[config.mk]
export PLATFORM = sky130hd
export DESIGN_NAME = ssp_cfg
export DESIGN_NICKNAME = d
export VERILOG_FILES = /design/src/rtl/sprite_screen_projection_macros.svh /design/src/rtl/ssp_pkg.sv /design/src/rtl/ssp_cfg.sv
export SDC_FILE = /design/constraint.sdc
export NUM_CORES = 1
export LEC_CHECK = 0
export BUFFER_PORTS_ARGS = -buffer_cell sky130_fd_sc_hd__buf_4
export CORE_ASPECT_RATIO = 1.1
export CORE_MARGIN = 4
export CORE_UTILIZATION = 45
export DETAILED_ROUTE_END_ITERATION = 10
export PLACE_DENSITY = 0.83
export SLEW_MARGIN = 20
export SYNTH_ARGS = -nofsm -noshare
export SYNTH_HDL_FRONTEND = slang
export SYNTH_SLANG_ARGS = --single-unit
[constraint.sdc]
create_clock -name clk -period 0.8 [get_ports clk]
set_input_delay 0.08 -clock clk [delete_from_list [all_inputs] [get_ports clk]]
set_output_delay 0.08 -clock clk [all_outputs]
set_load 0.02 [all_outputs]
[src/rtl/sprite_screen_projection_macros.svh]
// Assertion macros for the sprite screen projection block.
`ifndef SPRITE_SCREEN_PROJECTION_MACROS_SVH
`define SPRITE_SCREEN_PROJECTION_MACROS_SVH
`ifndef ASSERT_OFF
`define SSP_ASSERT_IMPLY(name, clk, rst_n, ante, cons) \
	name: assert property (@(posedge clk) disable iff (!rst_n) (ante) |-> (cons)) \
		else $error("implication check failed");
`define SSP_ASSERT_NEVER(name, clk, rst_n, cond) \
	name: assert property (@(posedge clk) disable iff (!rst_n) !(cond)) \
		else $error("forbidden condition seen");
`else
`define SSP_ASSERT_IMPLY(name, clk, rst_n, ante, cons)
`define SSP_ASSERT_NEVER(name, clk, rst_n, cond)
`endif
`endif

[src/rtl/ssp_pkg.sv]
// Shared constants, register codes and payload types of the sprite projection.
package ssp_pkg;
	localparam int FRAC_BITS  = 16;
	localparam int SCREEN_MAX = 4096;
	localparam int WORD_W     = 32;
	localparam int SCR_W      = 13;
	localparam int PROD_W     = 2 * WORD_W;
	localparam int DIV_W      = PROD_W - FRAC_BITS + 1;
	localparam int DIV_QB     = WORD_W + 1;
	localparam int DIV_NB     = DIV_W + FRAC_BITS;
	localparam int IDX_W      = 4;

	typedef enum logic [IDX_W-1:0] {
		REG_PLAYER_X      = 4'd0,
		REG_PLAYER_Y      = 4'd1,
		REG_DIR_X         = 4'd2,
		REG_DIR_Y         = 4'd3,
		REG_PLANE_X       = 4'd4,
		REG_PLANE_Y       = 4'd5,
		REG_SCREEN_WIDTH  = 4'd6,
		REG_SCREEN_HEIGHT = 4'd7
	} reg_idx_t;

	typedef struct packed {
		logic signed [WORD_W-1:0] sprite_x;
		logic signed [WORD_W-1:0] sprite_y;
	} sprite_t;

	typedef struct packed {
		logic signed [WORD_W-1:0] depth;
		logic                     in_front;
		logic signed [15:0]       screen_col;
		logic        [15:0]       sprite_size;
		logic        [14:0]       first_col;
		logic signed [15:0]       last_col;
		logic        [11:0]       first_row;
		logic        [11:0]       last_row;
	} proj_t;

	typedef struct packed {
		logic signed [WORD_W-1:0] player_x;
		logic signed [WORD_W-1:0] player_y;
		logic signed [WORD_W-1:0] dir_x;
		logic signed [WORD_W-1:0] dir_y;
		logic signed [WORD_W-1:0] plane_x;
		logic signed [WORD_W-1:0] plane_y;
		logic        [SCR_W-1:0]  screen_width;
		logic        [SCR_W-1:0]  screen_height;
	} cam_t;
endpackage

[src/rtl/ssp_cfg.sv]
// Camera and screen configuration registers.
module ssp_cfg (
	input  logic                        clk,
	input  logic                        arst_n,
	input  logic                        cfg_valid,
	output logic                        cfg_ready,
	input  logic [ssp_pkg::IDX_W-1:0]   cfg_index,
	input  logic [ssp_pkg::WORD_W-1:0]  cfg_data,
	output ssp_pkg::cam_t               cam
);
	import ssp_pkg::*;

	logic [SCR_W-1:0] scr_clamped;
	cam_t             cam_q;

	always_comb begin
		scr_clamped = cfg_data[SCR_W-1:0];
		if (scr_clamped == '0)
			scr_clamped = SCR_W'(1);
		else if (scr_clamped > SCR_W'(SCREEN_MAX))
			scr_clamped = SCR_W'(SCREEN_MAX);
	end

	always_ff @(posedge clk or negedge arst_n) begin
		if (!arst_n) begin
			cam_q.player_x      <= '0;
			cam_q.player_y      <= '0;
			cam_q.dir_x         <= WORD_W'(65536);
			cam_q.dir_y         <= '0;
			cam_q.plane_x       <= '0;
			cam_q.plane_y       <= WORD_W'(43254);
			cam_q.screen_width  <= SCR_W'(640);
			cam_q.screen_height <= SCR_W'(480);
		end else if (cfg_valid) begin
			unique case (cfg_index)
				REG_PLAYER_X:      cam_q.player_x      <= cfg_data;
				REG_PLAYER_Y:      cam_q.player_y      <= cfg_data;
				REG_DIR_X:         cam_q.dir_x         <= cfg_data;
				REG_DIR_Y:         cam_q.dir_y         <= cfg_data;
				REG_PLANE_X:       cam_q.plane_x       <= cfg_data;
				REG_PLANE_Y:       cam_q.plane_y       <= cfg_data;
				REG_SCREEN_WIDTH:  cam_q.screen_width  <= scr_clamped;
				REG_SCREEN_HEIGHT: cam_q.screen_height <= scr_clamped;
				default: ;
			endcase
		end
	end

	assign cfg_ready = 1'b1;
	assign cam       = cam_q;
endmodule

==> results.md <==
- Outcome: finished with violations
- Failing checks: negative hold slack, negative setup slack
- DIE WIDTH: approximately 140 microns
- Reg power frac: 37.1%
- Std-Cell Rows: 52
- Seq/Total Area, Yosys: between 60% and 70%
- Final wirelength: between 30000 and 40000 microns
- Clock Sinks: between 200 and 250
- Buf/Inv on CP: 1
- Max_cap viols: 0
- Global-route wire length before repair: between 40000 and 50000 microns
- Die ar.: between 20000 and 25000 sq um
- Synth Warn #: 0
- Post-DP HPWL: between 15000 and 20000 microns
- Crit path DAT: ~1.2 ns
- Largest delay share family, worst path: flip-flops
- Worst setup EP type: output pin
- Initial antenna violation count: 0
- Post-DRT Antenna Nets: 0
- Tot Pwr: approximately 0.043 W
- Clk slew on worst S/H paths: 0.07 ns
- Max Root-Sink Buffers: 3
- Drt first-iter violations: roughly 410
- Period utilization: 160%
- Total GRT Usage: roughly a quarter
- Core ar.: 18400 sq um
- Initial Util: a little under half
- Crit path kind: reg -> out
- Max-slew violations: 0
- Post-Syn Instances: approximately 530
- Synth unique cells: 28
- Mapped cell area: 8430 sq um
- Sw frac: about a third
- Worst vdd ir: about 0.0025 V
- Most frequent cells in the layout: 312 x buf_6, 202 x dfrtp_1, 122 x mux2_4
- HP Class: in -> reg
- # setup viols final: 360
- WHS: -0.00519 ns
- Slowest-stage cell, CP: dfstp_2
- #FFs+latches synth: around 220
- Remaining DRCs: 0
- RD Place Congestion: around 0.84
- TritonCTS clock tree: yes
- Power Dens Cells: just under 3000 nW/um^2
- Routed len/inst: 26.4 microns
- Placed Area: 11500 sq um
- Comb pwr share: between 30% and 40%
- Post-route minimum period: about 1.3 ns
- Clock power frac: between 20% and 30%
- Syn_area_per_cell: around 16 sq um
- Commonest non-fill, non-tap cell in the layout: buf_6
- Fin nets: 1010
- Clk_lat worst skew: between 0.4 and 0.5 ns
- Fillers: 852
- Leakage power: around 7.3 nW
- Total gr overflow: 0
- Drt via density: 5.43
- CP startpoint kind: register
- Vias in the first global route: approximately 7000
- First-pass DRT Iterations: 5
- Buffers on Ports: between 200 and 300
- Max reg flops: around 220
- CTS Buf Count: 22
- Max incr delay on CP: 0.57 ns
- Max Freq: between 700 and 800 MHz
- Largest net degree at the start of global routing: 56
- Area delta synth->final: 76.6%
- Syn Nets: about 570
- Final Hold Fails: 1
- Worst-path cell chain: buf_6
- Deepest level of the CTS H-tree: 1
- Via count: 6678
- CTS root buffer: clkbuf_16
- P_sw: around 0.014 W
- Post-route cell area: 14900 sq um
- Clk_skew: 0 ns
- I/O pin count: ~260
- Setup TNS: -83.56 ns
- CP max FO: 2
- P_int: roughly 0.030 W
- Die Ht: 152 microns
- Antenna Diode Count: 0
- CP required: approximately 0.72 ns
- Post-layout worst setup margin: -0.480 ns
- RSZ-0062 raised after global routing: true
- Layout cells sized above 1: a little under three quarters
kinds of logic (layout without fill, tap and decap cells):
| family | count (synthesis) | after routing | share of synthesized area (%) |
|---|---|---|---|
| mux | 200 | 200 | 26.7 |
| other cells | 1 | 1 | 0.0445 |
| buf+inv | 36 | 490 | 2.57 |
| simple gates | 42 | 42 | 3.13 |
| flops | 218 | 218 | 64.9 |
| compound gates | 35 | 35 | 2.63 |
metal layers:
metal / vias to the layer above / global-route usage (%) / part of all wire [%]
met1: 3462 / 31.9 / 39
met2: 363 / 47.0 / 51
met5: - / 0 / 0
met3: 85 / 6.34 / 7.2
li1: 2768 / - / -
met4: 0 / 9.39 / 3.1
per-stage QoR:
stage,cells,worst slack (ns),util [%]
2_1_floorplan,532,-0.396,-
3_3_place_gp,1062,-0.569,62.6
3_5_place_dp,1062,-0.589,62.6
4_1_cts,1193,-0.477,77.0
5_1_grt,1229,-0.510,80.9
6_report,1229,-0.480,80.9
cell type report:
type	count	area [sq um]	share of cell area, %
multi-input combinational	278	3370	22.6
sequential	218	5480	36.8
clock buffer	31	636	4.27
tap	243	304	2.04
clock inverter	8	95.1	0.639
timing repair buffer	451	5010	33.7
final timing paths:
check                                   from  endpoint  slack [ns]  cells past startpoint
worst max-delay path                  cam[7]    cam[7]       -0.48                      1
worst min-delay path            cfg_data[10]   cam[68]      -0.005                      3
worst max register to register       cam[99]   cam[99]       -0.19                      3
worst min register to register       cam[20]   cam[20]        0.49                      2
max in group asynchronous             arst_n   cam[31]        0.21                      4
min in group asynchronous             arst_n   cam[81]        0.19                      3
power by group through the flow:
stage | logic [W] | clock network [W] | registers [W]
detailed placement | 0.0117 | 0 | 0.0153
finish | 0.0165 | 0.0106 | 0.0160
global route | 0.0172 | 0.0112 | 0.0162
floorplan | 0.00287 | 0 | 0.0182
CTS | 0.0148 | 0.0106 | 0.0156
global placement | 0.0114 | 0 | 0.0152
Yosys cell counts:
library cell,n,share of area (%)
dfrtp_1,202,60
mux2_2,193,26
dfstp_2,16,5.0
o21ai_0,16,0.95
nand3_1,15,0.89
a22oi_1,14,1.2
buf_2,14,0.83
clkbuf_1,10,0.45
buf_6,7,0.93
mux2_1,7,0.93
nand2_1,6,0.27
nor2b_1,5,0.37
buf_4,3,0.27
nor2_1,3,0.13
a21o_1,2,0.18
and2_1,2,0.15
and3_1,2,0.15
buf_1,2,0.089
nor3b_2,2,0.30
nor4_2,2,0.30
o31ai_1,2,0.18
a31oi_1,1,0.074
and3b_1,1,0.10
conb_1,1,0.044
nand2b_1,1,0.074
nand3b_1,1,0.089
nand3b_4,1,0.24
nor4_1,1,0.074
repair_timing:
action / CTS / global route
pin swaps: 8 / 6
gates cloned: 5 / 3
hold buffers: 23 / 4
resized for setup: 294 / 121
endpoints found under the setup margin: 301 / 417
setup buffers: 66 / 54
endpoints found under the hold margin: 367 / 12
Note: power is estimated with default switching activity, not from simulation.
