<file path="src/rtl/sprite_screen_projection_macros.svh">
// Assertion macros for the sprite screen projection block.
`ifndef SPRITE_SCREEN_PROJECTION_MACROS_SVH
`define SPRITE_SCREEN_PROJECTION_MACROS_SVH
`ifndef ASSERT_OFF
`define SSP_ASSERT_IMPLY(name, clk, rst_n, ante, cons) \
	name: assert property (@(posedge clk) disable iff (!rst_n) (ante) |-> (cons)) \
		else $error("implication check failed");
`define SSP_ASSERT_NEVER(name, clk, rst_n, cond) \
	name: assert property (@(posedge clk) disable iff (!rst_n) !(cond)) \
		else $error("forbidden condition seen");
`else
`define SSP_ASSERT_IMPLY(name, clk, rst_n, ante, cons)
`define SSP_ASSERT_NEVER(name, clk, rst_n, cond)
`endif
`endif

</file>
<file path="src/rtl/ssp_pkg.sv">
// Shared constants, register codes and payload types of the sprite projection.
package ssp_pkg;
	localparam int FRAC_BITS  = 16;
	localparam int SCREEN_MAX = 4096;
	localparam int WORD_W     = 32;
	localparam int SCR_W      = 13;
	localparam int PROD_W     = 2 * WORD_W;
	localparam int DIV_W      = PROD_W - FRAC_BITS + 1;
	localparam int DIV_QB     = WORD_W + 1;
	localparam int DIV_NB     = DIV_W + FRAC_BITS;
	localparam int IDX_W      = 4;

	typedef enum logic [IDX_W-1:0] {
		REG_PLAYER_X      = 4'd0,
		REG_PLAYER_Y      = 4'd1,
		REG_DIR_X         = 4'd2,
		REG_DIR_Y         = 4'd3,
		REG_PLANE_X       = 4'd4,
		REG_PLANE_Y       = 4'd5,
		REG_SCREEN_WIDTH  = 4'd6,
		REG_SCREEN_HEIGHT = 4'd7
	} reg_idx_t;

	typedef struct packed {
		logic signed [WORD_W-1:0] sprite_x;
		logic signed [WORD_W-1:0] sprite_y;
	} sprite_t;

	typedef struct packed {
		logic signed [WORD_W-1:0] depth;
		logic                     in_front;
		logic signed [15:0]       screen_col;
		logic        [15:0]       sprite_size;
		logic        [14:0]       first_col;
		logic signed [15:0]       last_col;
		logic        [11:0]       first_row;
		logic        [11:0]       last_row;
	} proj_t;

	typedef struct packed {
		logic signed [WORD_W-1:0] player_x;
		logic signed [WORD_W-1:0] player_y;
		logic signed [WORD_W-1:0] dir_x;
		logic signed [WORD_W-1:0] dir_y;
		logic signed [WORD_W-1:0] plane_x;
		logic signed [WORD_W-1:0] plane_y;
		logic        [SCR_W-1:0]  screen_width;
		logic        [SCR_W-1:0]  screen_height;
	} cam_t;
endpackage

</file>
<file path="src/rtl/ssp_back.sv">
// Back stages: screen column, on-screen size and clamped bounds.
module ssp_back (
	input  logic                               clk,
	input  logic                               arst_n,
	input  logic                               en,
	input  logic                               vld_i,
	input  logic signed [ssp_pkg::WORD_W-1:0]  ratio_i,
	input  logic signed [ssp_pkg::WORD_W-1:0]  size_i,
	input  logic signed [ssp_pkg::WORD_W-1:0]  ty_i,
	input  ssp_pkg::cam_t                      cam,
	output logic                               vld_o,
	output ssp_pkg::proj_t                     proj_o
);
	import ssp_pkg::*;

	localparam int PW  = SCR_W + WORD_W + 2;
	localparam int BW  = 19;
	localparam int ONE = 1 << FRAC_BITS;
	localparam logic signed [PW-1:0] COL_HI = PW'(32767);
	localparam logic signed [PW-1:0] COL_LO = -PW'(32768);
	localparam logic [WORD_W:0]      DIM_MAX = (WORD_W+1)'(65535);

	function automatic logic signed [BW-1:0] half_tz(input logic signed [BW-1:0] v);
		logic signed [BW-1:0] t;
		t = v + BW'(v[BW-1]);
		return t >>> 1;
	endfunction

	logic [SCR_W-2:0]         half_w;
	logic signed [WORD_W+1:0] gain;
	logic [WORD_W:0]          mag;
	logic signed [PW-1:0]     adj, shifted;
	logic [SCR_W-1:0]         hh2;
	logic signed [BW-1:0]     col2, fr_v, lr_v, fc_v, lc_v;

	logic                     vld_s1, vld_s2, vld_s3;
	logic signed [PW-1:0]     prod_s1;
	logic [15:0]              dim_s1, dim_s2;
	logic signed [WORD_W-1:0] ty_s1, ty_s2;
	logic signed [15:0]       col_s2;
	proj_t                    proj_s3;

	assign half_w = cam.screen_width[SCR_W-1:1];
	assign gain   = (WORD_W+2)'(ratio_i) + (WORD_W+2)'(ONE);
	assign mag    = size_i[WORD_W-1] ? (WORD_W+1)'(-(WORD_W+1)'(size_i))
		: (WORD_W+1)'(size_i);

	assign adj     = prod_s1 + (prod_s1[PW-1] ? PW'(ONE - 1) : '0);
	assign shifted = adj >>> FRAC_BITS;

	assign hh2  = {cam.screen_height[SCR_W-1:1], 1'b0};
	assign col2 = BW'(col_s2) <<< 1;
	assign fr_v = half_tz($signed(BW'(hh2)) - $signed(BW'(dim_s2)));
	assign lr_v = half_tz($signed(BW'(hh2)) + $signed(BW'(dim_s2)));
	assign fc_v = half_tz(col2 - $signed(BW'(dim_s2)));
	assign lc_v = half_tz(col2 + $signed(BW'(dim_s2)));

	always_ff @(posedge clk or negedge arst_n) begin
		if (!arst_n) begin
			vld_s1 <= 1'b0;
			vld_s2 <= 1'b0;
			vld_s3 <= 1'b0;
		end else if (en) begin
			vld_s1 <= vld_i;
			vld_s2 <= vld_s1;
			vld_s3 <= vld_s2;
		end
	end

	always_ff @(posedge clk) begin
		if (en) begin
			prod_s1 <= $signed({1'b0, half_w}) * gain;
			dim_s1  <= (mag > DIM_MAX) ? 16'hFFFF : mag[15:0];
			ty_s1   <= ty_i;

			dim_s2 <= dim_s1;
			ty_s2  <= ty_s1;
			if (shifted > COL_HI)
				col_s2 <= 16'sh7FFF;
			else if (shifted < COL_LO)
				col_s2 <= 16'sh8000;
			else
				col_s2 <= shifted[15:0];

			proj_s3.depth       <= ty_s2;
			proj_s3.in_front    <= (ty_s2 > 0);
			proj_s3.screen_col  <= col_s2;
			proj_s3.sprite_size <= dim_s2;
			proj_s3.first_row   <= fr_v[BW-1] ? '0 : fr_v[11:0];
			proj_s3.last_row    <= (lr_v >= $signed(BW'(cam.screen_height)))
				? 12'(cam.screen_height - SCR_W'(1)) : lr_v[11:0];
			proj_s3.first_col   <= fc_v[BW-1] ? '0 : fc_v[14:0];
			proj_s3.last_col    <= (lc_v >= $signed(BW'(cam.screen_width)))
				? 16'(cam.screen_width - SCR_W'(1)) : lc_v[15:0];
		end
	end

	assign vld_o  = vld_s3;
	assign proj_o = proj_s3;
endmodule
</file>
<file path="config.mk">
export PLATFORM = sky130hd
export DESIGN_NAME = ssp_back
export DESIGN_NICKNAME = d
export VERILOG_FILES = /design/src/rtl/sprite_screen_projection_macros.svh /design/src/rtl/ssp_pkg.sv /design/src/rtl/ssp_back.sv
export SDC_FILE = /design/constraint.sdc
export NUM_CORES = 1
export LEC_CHECK = 0
export BUFFER_PORTS_ARGS = -buffer_cell sky130_fd_sc_hd__buf_2
export CAP_MARGIN = 20
export CELL_PAD_IN_SITES_DETAIL_PLACEMENT = 0
export CELL_PAD_IN_SITES_GLOBAL_PLACEMENT = 2
export CORE_ASPECT_RATIO = 0.75
export CORE_MARGIN = 1
export CORE_UTILIZATION = 41
export DETAILED_ROUTE_END_ITERATION = 10
export GPL_TIMING_DRIVEN = 0
export PLACE_DENSITY_LB_ADDON = 0.1
export SLEW_MARGIN = 40
export SYNTH_ARGS = -nofsm -noshare
export SYNTH_HDL_FRONTEND = slang
export SYNTH_SLANG_ARGS = --single-unit
</file>
<file path="constraint.sdc">
create_clock -name clk -period 8.2 [get_ports clk]
set_clock_uncertainty 0.1 [all_clocks]
set_input_delay 0.41 -clock clk [delete_from_list [all_inputs] [get_ports clk]]
set_output_delay 0.41 -clock clk [all_outputs]
set_load 0.02 [all_outputs]
</file>
==> results.sh <==
export IMPL_outcome="finished clean"
export IMPL_hold_path_class="in2async"
export IMPL_ff2ff_setup_slack_ns=1.55
export IMPL_tritoncts="built"
export IMPL_antenna_found_initial=3
export IMPL_synth_fp_nets=3762
export IMPL_vias_per_cell=5.02
export IMPL_use_met1_pct=32.7
export IMPL_area_growth_pct=13.5
export IMPL_synth_xor_area_share_pct=5.46
export IMPL_setup_viol=0
export IMPL_async_reset_ff_share_pct=1.07
export IMPL_synth_top_family_by_area="adder cells"
export IMPL_crit_path_start="cam[15]"
export IMPL_h_tree_depth=1
export IMPL_ff2ff_path_depth=22
export IMPL_use_met3_pct=2.94
export IMPL_ys_flop_type="edfxtp_1"
export IMPL_worstReg2RegStart="dim_s2[3]$_DFFE_PP_"
export IMPL_layout_min_cycle_time_ns=7.76
export IMPL_final_common_cell="inv_1"
export IMPL_fmax_mhz=129
export IMPL_root_buffer="clkbuf_16"
export IMPL_critPathMaxFanout=10
export IMPL_required_ns=8.38
export IMPL_cts_sinks=281
export IMPL_first_global_vias=21600
export IMPL_drtAntennaViolNets=0
export IMPL_pin_count=439
export IMPL_synth_area_per_cell_um2=10.0
export IMPL_postSynthCellCount=2889
export IMPL_ys_seq_area_share_pct=29.0
export IMPL_most_common_layout_cells="inv_1 (516), fa_1 (352), nand2_1 (305)"
export IMPL_drc_errors=0
export IMPL_rsz0062_at_grt="false"
export IMPL_post_cts_buffers=0
export IMPL_nNetsFinal=4076
export IMPL_wl_mm=79.6
export IMPL_tightestPinTransition_ns=0.847
export IMPL_peakVddDrop_uv=246
export IMPL_worstSetupPathType="in2reg"
export IMPL_ys_seq_elements=281
export IMPL_coreArea_mm2=0.0701
export IMPL_final_core_util_pct=47.0
export IMPL_place_congestion=0.891
export IMPL_power_density_mw_per_mm2=396
export IMPL_report_final_slew_viol_count=0
export IMPL_dieWidth_um=309
export IMPL_die_area_mm2=0.0719
export IMPL_ys_types=84
export IMPL_clk_latency_ns=0.57
export IMPL_start_util_pct=41.4
export IMPL_clkTransAtPathRegs_ns=0.06
export IMPL_synth_compound_area_share_pct=7.95
export IMPL_drive_above_1_share_pct=11.3
export IMPL_cts_made_buffers=31
export IMPL_synth_edf_count=278
export IMPL_final_cells=4175
export IMPL_r2r_end="proj_o[29]$_DFFE_PP_"
export IMPL_hold_violations=0
export IMPL_synthMuxAreaShare_pct=1.35
export IMPL_synthAdderAreaFrac_pct=33.0
export IMPL_track_usage_pct=22.5
export IMPL_fp_row_count=84
export IMPL_cp_data_arrival_time_ns=7.94
export IMPL_finalCritPeriodShare_pct=94.6
export IMPL_netlist_area_mm2=0.0290
export IMPL_max_slew_margin_rel_pct=43.6
export IMPL_drt_pass1_iter_count=8
export IMPL_grt_pass1_wl_mm=124
export IMPL_grt_met2_usage_pct=36.0
export IMPL_clock_path_buffers=3
export IMPL_wl_per_cell_um=19.1
export IMPL_synthSimpleGateAreaFrac_pct=15.2
export IMPL_grt_max_degree=85
export IMPL_fin_setup_tns_ns=0
export IMPL_maxCapViolCount=0
export IMPL_drt_iter0_markers=1369
export IMPL_die_y_um=232
export IMPL_placed_cells=4082
export IMPL_portBuffers=242
export IMPL_leakagePower_nw=14.8
export IMPL_cp_end_kind="register"
export IMPL_fillers=6731
export IMPL_overflow=0
export IMPL_synth_warnings=0
export IMPL_place_hpwl_mm=66.0
export IMPL_busiest_layer="met2"
export IMPL_cp_endpoint="prod_s1[45]$_DFFE_PP_"
export IMPL_power_w=0.0131
export IMPL_num_vias=20900
export IMPL_start_kind="input pin"
==> worst max-delay path, cell delays in order <==
cell and delay [ns]:
buf_2 0.23, clkbuf_1 0.65, clkbuf_1 0.63, nand2_1 0.15, fa_1 0.51, inv_1 0.05, fa_1 0.56, fa_1 0.44
fa_1 0.49, inv_1 0.05, fa_1 0.52, inv_1 0.04, ha_1 0.32, inv_1 0.13, nor2_1 0.08, o311ai_0 0.55
nand3_1 0.29, a21oi_2 0.41, o21ai_0 0.27, a221oi_1 0.37, mux2i_1 0.12, a2111oi_1 0.64
==> timing repair <==
item                                    CTS  global route
endpoints found under the setup margin    1             1
endpoints found under the hold margin    36             0
hold buffers                             34             0
gates resized for setup                   1             4
==> registers in the layout, indices dropped and copies added, names as in the netlist, 16 cells and up <==
signal,count
col_s2,16
dim_s1,16
dim_s2,16
prod_s1,46
proj_o,120
ty_s1,32
ty_s2,32
==> cells in the mapped netlist, types with 7 or more instances <==
cell | n | area (um2)
ha_1 | 203 | 2540
nor3b_1 | 7 | 52.6
nor4_1 | 23 | 144
mux2i_1 | 10 | 100
a211oi_1 | 8 | 60.1
inv_1 | 516 | 1940
nor2_1 | 128 | 480
a211o_1 | 8 | 70.1
o21bai_1 | 16 | 120
o211ai_1 | 8 | 60.1
or2_2 | 12 | 75.1
a31oi_1 | 9 | 56.3
xor2_1 | 71 | 622
xnor2_1 | 110 | 963
and2_1 | 141 | 882
o31a_1 | 7 | 61.3
nor3_1 | 35 | 175
fa_1 | 352 | 7050
o21ai_0 | 67 | 335
edfxtp_1 | 278 | 8350
nand2_1 | 305 | 1140
o31ai_1 | 10 | 75.1
nand4_1 | 20 | 125
a21oi_1 | 97 | 485
nor2b_1 | 30 | 188
or3_1 | 20 | 125
nand2_2 | 10 | 62.6
o21a_1 | 19 | 143
and3_1 | 27 | 169
a21o_1 | 43 | 323
nand3_1 | 43 | 215
mux2_1 | 9 | 101
mux2_2 | 17 | 191
a2111oi_0 | 9 | 78.8
clkbuf_1 | 96 | 360
or4_1 | 7 | 52.6
nand2b_1 | 30 | 188
==> final cells by class <==
class / count / area [um2] / share of cell area [%]
plain buffers: 100 / 397 / 1.20
clock inverters: 15 / 164 / 0.498
multi-input cells: 1990 / 18300 / 55.6
repair buffers: 281 / 1660 / 5.05
well taps: 946 / 1180 / 3.59
clock buffers: 43 / 851 / 2.58
flip-flops and latches: 281 / 8420 / 25.6
inverters: 518 / 1940 / 5.90
diodes: 1 / 2.50 / 0.00760
==> per-layer routing <==
metal	vias up	wire length, um
met5	-	0
met1	10300	37900
li1	10000	-
met2	521	35900
met4	0	1390
met3	68	4450
==> where the power goes <==
part | leakage [nW] | switching, W | internal [W]
clock | 0.495 | 0.000552 | 0.000819
sequential | 2.77 | 0.000173 | 0.00231
combinational | 11.6 | 0.00539 | 0.00381
==> cells by family after synthesis <==
family	Yosys count
and+or+nand+nor	870
buffers and inverters	618
adders and majority gates	555
AOI/OAI and AO/OA	348
DFF	281
xor gates and xnor gates	181
muxes	36
==> worst min path at each step <==
stage	slack [ns]	end	cells past startpoint
2_1_floorplan	0.01	vld_o$_DFFE_PN0P_	0
3_3_place_gp	0.10	vld_o$_DFFE_PN0P_	1
3_5_place_dp	0.11	vld_o$_DFFE_PN0P_	1
4_1_cts	0.03	vld_o$_DFFE_PN0P_	2
5_1_grt	0.06	vld_o$_DFFE_PN0P_	2
6_report	0.06	vld_o$_DFFE_PN0P_	2
==> through the flow <==
stage | hold slack (ns) | cell area, um2 | setup WS [ns]
finish | 0.0612 | 32900 | 0.443
CTS | 0.0324 | 32900 | 0.169
global route | 0.0568 | 32900 | 0.0389
floorplan | 0.0144 | 29000 | 1.27
global placement | 0.104 | 31400 | -0.579
detailed placement | 0.109 | 31600 | -0.664
Power figures use the tool's default switching activity.
